<file path="src/hdl/ssq_pkg.sv">
// Shared types and constants for the stable sorted priority queue.
// No dependencies; compiled first.
package ssq_pkg;

  localparam int DATA_W = 32;
  localparam int PRIO_W = 16;
  localparam int OCC_W  = 5;

  localparam logic CMD_ENQ = 1'b0;
  localparam logic CMD_DEQ = 1'b1;

  typedef enum logic [1:0] {
    ST_ENQUEUED  = 2'd0,
    ST_DEQUEUED  = 2'd1,
    ST_UNDERFLOW = 2'd2,
    ST_FULL      = 2'd3
  } status_t;

  typedef struct packed {
    logic [DATA_W-1:0] data;
    logic [PRIO_W-1:0] prio;
  } entry_t;

  // Broadcast to every cell of the chain.
  typedef struct packed {
    logic   enq;
    logic   deq;
    entry_t fresh;
  } cell_ctl_t;

endpackage

</file>
<file path="src/hdl/ssq_if.sv">
// Request and response channel interfaces with valid/ready handshake.
// Depends on ssq_pkg.
interface ssq_req_if;
  import ssq_pkg::*;
  logic                     valid;
  logic                     ready;
  logic                     command;
  logic signed [DATA_W-1:0] data_value;
  logic signed [PRIO_W-1:0] item_priority;

  modport source (output valid, command, data_value, item_priority, input ready);
  modport sink   (input valid, command, data_value, item_priority, output ready);
endinterface

interface ssq_rsp_if;
  import ssq_pkg::*;
  logic                     valid;
  logic                     ready;
  logic [1:0]               status;
  logic signed [DATA_W-1:0] out_data;
  logic signed [PRIO_W-1:0] out_priority;
  logic [OCC_W-1:0]         occupancy;

  modport source (output valid, status, out_data, out_priority, occupancy, input ready);
  modport sink   (input valid, status, out_data, out_priority, occupancy, output ready);
endinterface

</file>
<file path="src/hdl/ssq_cell.sv">
// One slot of the sorted chain: holds an entry, compares it to the new
// priority and shifts right on insert or left on removal. Depends on ssq_pkg.
module ssq_cell (
  input  logic               clk,
  input  ssq_pkg::cell_ctl_t ctl,
  input  logic               occupied,
  input  logic               left_le,
  input  ssq_pkg::entry_t    left_entry,
  input  ssq_pkg::entry_t    right_entry,
  output ssq_pkg::entry_t    entry,
  output logic               le
);
  import ssq_pkg::*;

  entry_t entry_q;
  entry_t entry_next;

  assign entry = entry_q;
  assign le    = occupied && ($signed(entry_q.prio) <= $signed(ctl.fresh.prio));

  always_comb begin
    entry_next = entry_q;
    if (ctl.enq) begin
      if (!le) begin
        entry_next = left_le ? ctl.fresh : left_entry;
      end
    end else if (ctl.deq) begin
      entry_next = right_entry;
    end
  end

  always_ff @(posedge clk) begin
    entry_q <= entry_next;
  end

endmodule

</file>
<file path="src/hdl/stable_sorted_priority_queue.sv">
// Top level: chain of DEPTH sorted cells, entry counter and response register.
// Depends on ssq_pkg, ssq_if, ssq_cell.
//
//  channel  modport  payload                                      role
//  req      sink     command, data_value, item_priority           enqueue/dequeue request
//  rsp      source   status, out_data, out_priority, occupancy    one response per request
//
// One request per cycle while req.ready is high: every cell compares and shifts in
// the accepting cycle, the response appears in the registered output the cycle after.
// req.ready is low only while a response waits and rsp.ready is low.
// Synchronous reset empties the queue (count to zero); slot contents are not cleared.
module stable_sorted_priority_queue #(
  parameter int DEPTH = 16
) (
  input  logic       clk,
  input  logic       rst,
  ssq_req_if.sink    req,
  ssq_rsp_if.source  rsp
);
  import ssq_pkg::*;

  localparam int CW = $clog2(DEPTH + 1);

  logic [CW-1:0]     count;
  logic [CW-1:0]     count_next;
  logic              rsp_valid;
  status_t           status;
  logic [DATA_W-1:0] out_data;
  logic [PRIO_W-1:0] out_priority;

  logic      accept;
  logic      full;
  logic      empty;
  cell_ctl_t ctl;
  entry_t    cell_entry [DEPTH];
  logic      cell_le    [DEPTH];

  assign req.ready        = !rsp_valid || rsp.ready;
  assign accept           = req.valid && req.ready;
  assign full             = (count == CW'(DEPTH));
  assign empty            = (count == '0);

  assign ctl.enq          = accept && (req.command == CMD_ENQ) && !full;
  assign ctl.deq          = accept && (req.command == CMD_DEQ) && !empty;
  assign ctl.fresh.data   = req.data_value;
  assign ctl.fresh.prio   = req.item_priority;

  always_comb begin
    count_next = count;
    if (ctl.enq) begin
      count_next = count + CW'(1);
    end else if (ctl.deq) begin
      count_next = count - CW'(1);
    end
  end

  for (genvar i = 0; i < DEPTH; i++) begin : g_cell
    entry_t left_entry;
    entry_t right_entry;
    logic   left_le;

    if (i == 0) begin : g_head
      assign left_entry = ctl.fresh;
      assign left_le    = 1'b1;
    end else begin : g_body
      assign left_entry = cell_entry[i-1];
      assign left_le    = cell_le[i-1];
    end

    if (i == DEPTH - 1) begin : g_tail
      assign right_entry = cell_entry[i];
    end else begin : g_inner
      assign right_entry = cell_entry[i+1];
    end

    ssq_cell u_cell (
      .clk         (clk),
      .ctl         (ctl),
      .occupied    (CW'(i) < count),
      .left_le     (left_le),
      .left_entry  (left_entry),
      .right_entry (right_entry),
      .entry       (cell_entry[i]),
      .le          (cell_le[i])
    );
  end

  always_ff @(posedge clk) begin
    if (rst) begin
      count     <= '0;
      rsp_valid <= 1'b0;
    end else begin
      count <= count_next;
      if (accept) begin
        rsp_valid <= 1'b1;
      end else if (rsp.ready) begin
        rsp_valid <= 1'b0;
      end
    end
    if (accept) begin
      out_data     <= '0;
      out_priority <= '0;
      if (req.command == CMD_ENQ) begin
        status <= full ? ST_FULL : ST_ENQUEUED;
      end else if (empty) begin
        status <= ST_UNDERFLOW;
      end else begin
        status       <= ST_DEQUEUED;
        out_data     <= cell_entry[0].data;
        out_priority <= cell_entry[0].prio;
      end
    end
  end

  assign rsp.valid        = rsp_valid;
  assign rsp.status       = status;
  assign rsp.out_data     = out_data;
  assign rsp.out_priority = out_priority;
  assign rsp.occupancy    = OCC_W'(count);

endmodule

</file>
<file path="src/flat_wrapper.sv">
// flat-port wrapper written by rule: the top's interface ports become plain ports
module stable_sorted_priority_queue_flat import ssq_pkg::*;
#(
  parameter int DEPTH = 16
)
  (clk, rst, req_valid, req_command, req_data_value, req_item_priority, req_ready, rsp_valid, rsp_status, rsp_out_data, rsp_out_priority, rsp_occupancy, rsp_ready);
  ssq_req_if req_i ();
  ssq_rsp_if rsp_i ();
  input  logic clk;
  input  logic rst;
  input wire logic [$bits(req_i.valid)-1:0] req_valid;
  input wire logic [$bits(req_i.command)-1:0] req_command;
  input wire logic [$bits(req_i.data_value)-1:0] req_data_value;
  input wire logic [$bits(req_i.item_priority)-1:0] req_item_priority;
  output wire logic [$bits(req_i.ready)-1:0] req_ready;
  output wire logic [$bits(rsp_i.valid)-1:0] rsp_valid;
  output wire logic [$bits(rsp_i.status)-1:0] rsp_status;
  output wire logic [$bits(rsp_i.out_data)-1:0] rsp_out_data;
  output wire logic [$bits(rsp_i.out_priority)-1:0] rsp_out_priority;
  output wire logic [$bits(rsp_i.occupancy)-1:0] rsp_occupancy;
  input wire logic [$bits(rsp_i.ready)-1:0] rsp_ready;
  assign req_i.valid = req_valid;
  assign req_i.command = req_command;
  assign req_i.data_value = req_data_value;
  assign req_i.item_priority = req_item_priority;
  assign req_ready = req_i.ready;
  assign rsp_valid = rsp_i.valid;
  assign rsp_status = rsp_i.status;
  assign rsp_out_data = rsp_i.out_data;
  assign rsp_out_priority = rsp_i.out_priority;
  assign rsp_occupancy = rsp_i.occupancy;
  assign rsp_i.ready = rsp_ready;
  stable_sorted_priority_queue #(.DEPTH(DEPTH)) u_core (.clk(clk), .rst(rst), .req(req_i), .rsp(rsp_i));
endmodule
</file>
<file path="config.mk">
export PLATFORM = sky130hd
export DESIGN_NAME = stable_sorted_priority_queue_flat
export DESIGN_NICKNAME = d
export VERILOG_FILES = /design/src/hdl/ssq_pkg.sv /design/src/hdl/ssq_if.sv /design/src/hdl/ssq_cell.sv /design/src/hdl/stable_sorted_priority_queue.sv /design/src/flat_wrapper.sv
export SDC_FILE = /design/constraint.sdc
export NUM_CORES = 2
export LEC_CHECK = 0
export BUFFER_PORTS_ARGS = -buffer_cell sky130_fd_sc_hd__buf_4
export CORE_UTILIZATION = 36
export DETAILED_ROUTE_END_ITERATION = 12
export GPL_ROUTABILITY_DRIVEN = 0
export MAX_ROUTING_LAYER = met4
export SYNTH_ARGS = -nofsm -noshare
export SYNTH_HDL_FRONTEND = slang
export SYNTH_SLANG_ARGS = --single-unit
</file>
<file path="constraint.sdc">
create_clock -name clk -period 14.2 [get_ports clk]
set_input_delay 0.71 -clock clk [delete_from_list [all_inputs] [get_ports clk]]
set_output_delay 0.71 -clock clk [all_outputs]
set_load 0.01 [all_outputs]
</file>
==> key figures <==
Global routing
  – Global route total overflow: 0
  – Global-route usage over all layers: between 20% and 30%
  – Global-route wire length before repair: 239000 µm
  – Maximum number of pins on one net before global-route repair: 202
  – Antenna violations before repair: 9
  – Vias in the first global route: between 30000 and 40000

Layout
  – Fin cells: a little over 6000
  – Layout area overhead: 11.5%
  – Leading cell types in the layout, fill and taps excluded: edfxtp_1 (818), nand2_1 (615), a21oi_1 (375)
  – Number of nets in the layout: between 4000 and 5000
  – Area of the multi-input gates: 20100 µm²
  – Sequential cell area: 24700 µm²
  – Filler cells: 12400
  – Final non-filler cell area: about 52000 µm²
  – Share of layout cells above drive strength 1: 8.04%
  – Leading cell type in the layout, fill and taps excluded: edfxtp_1
  – Core Util, Final: between 40% and 50%

Power and ir drop
  – Static leakage: roughly 19 nW
  – Sequential fraction of design power: about 45%
  – Clock share of power: 32.3%
  – Internal portion of total power: roughly 5.2 mW
  – Combinational share of power: 23.0%
  – Power after layout: 7.76 mW
  – Switching portion of total power: 33.3%
  – Power density cells: approximately 150 nW/µm²
  – Switching pwr: between 2 and 3 mW
  – Max IR drop VDD: 88.7 µV

Clocking
  – Number of buffers inserted to repair setup after CTS: 0
  – Inserted Clock Buffers: between 90 and 100
  – H-tree levels: 3
  – Clk buf depth: 3
  – CTS tree: built
  – # hold bufs at CTS: 0
  – Clock net sink count: ~820
  – Count of instances resized after the clock tree is built: 0
  – Clk root buf: clkbuf_16
  – Clock transition time at the flip-flop clock pins of the worst setup and hold paths: 0.06 ns
  – Insertion delay to the later sink of the worst-skew pair: ~0.7 ns

Timing
  – Period Utilization, post-route: 37.8%
  – Worst Setup Slack, final: around 8.8 ns
  – Number of max-slew violations in the final report: 0
  – Worst-case headroom to the max-slew limit: between 10% and 20%
  – Post-Route Hold Slack: ~0.22 ns
  – Number of setup violations in the final report: 0
  – Worst Max-Slew Pin Slew: ~1.3 ns
  – Unrepaired setup endpoints after global routing: false
  – Post-route minimum period: 5.37 ns
  – Final Hold Violating Endpoints: 0
  – Maximum clock rate: between 150 and 200 MHz
  – Worst-case clock skew: 0.0417 ns
  – Total Negative Setup Slacks: 0 ns

Logic synthesis
  – Ys flop type: edfxtp_1
  – Post-synth EDFFs: between 800 and 900
  – Gate count of the mapped netlist: 4478
  – Leading post-synthesis cells by cell area: edfxtp_1 (53%), ha_1 (7.0%), nand2_1 (5.0%)
  – Flip-flop and latch count after synthesis: 824
  – Total of warnings raised by yosys: 0
  – Area of the mapped netlist: between 40000 and 50000 µm²
  – Share of synthesized flip-flops with an asynchronous set or reset: 0%
  – Cell taking the most area after synthesis: edfxtp_1
  – Synthesized net count: roughly 4800
  – Mean instance size in the synthesized netlist: roughly 10 µm²
  – Number of unique standard cell types used by synthesis: 66
  – Sequential area share after synthesis: between 50% and 60%
  – Fraction of synthesized cell area taken by the top area cell type: about 53%

Critical path
  – Highest cell delay on the worst timing path: roughly 0.76 ns
  – Critical path destination: u_core.g_cell[6].u_cell.entry[36]
  – Crit Reg-Reg Startpoint: u_core.rsp.occupancy[1]
  – Worst-case reg-to-reg path depth: 9
  – Startpoint Class: flip-flop
  – Sort of element at the end of the critical path: flip-flop
  – Critical path peak fanout: roughly 200
  – WP data arrival: a little under 6 ns
  – Data required time of the critical path: between 10 and 15 ns
  – Start-to-end type of the worst setup path: reg2reg
  – Worst setup slack for register-to-register paths: about 8.8 ns
  – Cell-by-cell trace of the critical path: inv_1 > ha_1 > a31oi_1 > and2_4 > buf_4 > buf_12 > buf_4 > nand2_1 > o211ai_1
  – Cell occurring most often along the worst timing path: buf_4
  – Worst Setup SP: u_core.rsp.occupancy[1]
  – Highest-delay cell along the critical path: and2_4
  – Reg-to-Reg End: u_core.g_cell[6].u_cell.entry[36]

Route
  – Via count: around 38000
  – Remaining design rule violation count: 0
  – Total iterations of the first detailed-routing run: 6
  – Routed wirelength normalized by instance count: 26.8 µm
  – Vias per inst: approximately 6.3
  – Initial DRC Count: ~5600
  – Remaining number of nets flagged by the antenna check after routing: 0
  – Wire length reported by the detailed router: 164000 µm

Worst hold path
  – Type of the most critical hold path: in2reg
  – Cell depth of the worst min-delay path: 2

Placement
  – Pre-CTS worst setup slack: a little under 9 ns
  – Post-placement cell count: 5958
  – Post-detailed-placement cell area: about 49000 µm²
  – Count of port buffers added during placement: roughly 110
  – Estimated wirelength of the detail-placed design: between 90000 and 100000 µm

Status
  – Outcome: finished, final reports clean

Floorplanning
  – FP Rows: 131
  – Placeable Area: approximately 130000 µm²
  – Overall die width: around 360 µm
  – DIE AREA: ~130000 µm²
  – Die height: between 300 and 400 µm
  – Initial standard-cell utilization of the core: 36.4%
  – Number of top-level pins: 110

Flow run
  – Count of maximum capacitance violations: 0
## cell type report
cell class / count / area share, %
tap: 1662 / 4.01
timing repair buffer: 175 / 2.60
multi-input combinational: 3144 / 38.8
sequential: 824 / 47.6
antenna: 9 / 0.0434
clock inverter: 55 / 1.18
inverter: 153 / 1.11
clock buffer: 116 / 4.73
## critical path: cells and delay by family (launching register included)
family / cells / cell delay [ns]
buffers and inverters: 4 / 1.99
AO/OA/AOI/OAI: 2 / 0.79
flip-flops: 1 / 0.63
adder cells (fa/ha/maj): 1 / 0.26
AND/OR/NAND/NOR: 2 / 1.14
## state kept, by name, summed over array words and instances (netlist names)
name,cells
u_core.rsp.valid,1
u_core.g_cell.u_cell.entry,768
u_core.rsp.occupancy,5
u_core.rsp.status,2
u_core.rsp.out_priority,16
u_core.rsp.out_data,32
## synth_stat cells (5+ instances only)
cell	number
nand2_1	625
nor2b_1	18
clkbuf_1	218
inv_1	153
o211ai_1	292
dfxtp_1	6
or3_1	102
buf_1	44
nor2_1	271
a31oi_1	51
a221oi_1	96
o221ai_1	104
o21ai_1	59
mux2_1	48
ha_1	259
buf_2	84
a21o_1	34
nand2b_1	15
and2_1	52
a41o_1	5
a21oi_1	377
nor3_1	19
nand4_1	52
edfxtp_1	818
nand3_1	343
o21ai_0	75
a211o_1	7
and4_1	9
nor4b_1	7
buf_4	9
mux2i_1	96
o31ai_1	50
o21a_1	20
## kinds of logic after synthesis
group	share of synthesized area, %
muxes	3.27
buffers and inverters	4.44
DFF	53.0
xor gates and xnor gates	0.0941
and+or+nand+nor	14.8
adders and majority gates	6.96
AOI/OAI and AO/OA	17.4
## worst min path at each step
stage | start | endpoint | slack, ns
final | rst | u_core.rsp.valid | 0.22
after global routing | rst | u_core.rsp.occupancy[3] | 0.19
after CTS | rst | u_core.rsp.occupancy[3] | 0.19
after detailed placement | u_core.rsp.valid | u_core.rsp.valid | 0.52
after global placement | u_core.rsp.valid | u_core.rsp.valid | 0.51
after floorplan | u_core.g_cell[14].u_cell.entry[16] | u_core.g_cell[15].u_cell.entry[16] | 0.52
## power groups by stage
stage | clock network (mW) | registers (mW) | logic [mW]
2_1_floorplan | 0 | 3.41 | 1.09
3_3_place_gp | 0 | 3.50 | 1.70
3_5_place_dp | 0 | 3.50 | 1.74
4_1_cts | 2.52 | 3.46 | 1.75
5_1_grt | 2.61 | 3.50 | 1.91
6_report | 2.50 | 3.47 | 1.78
## layer usage
metal  GRT usage [%]  vias up  share of wire, %
li1                -    16900                 -
met1            34.7    19000                42
met2            36.5     2242                43
met3            4.46      344                10
met4            8.98        0               3.7
met5               -        -                 0
No activity file was read; power rests on OpenSTA's default activity.
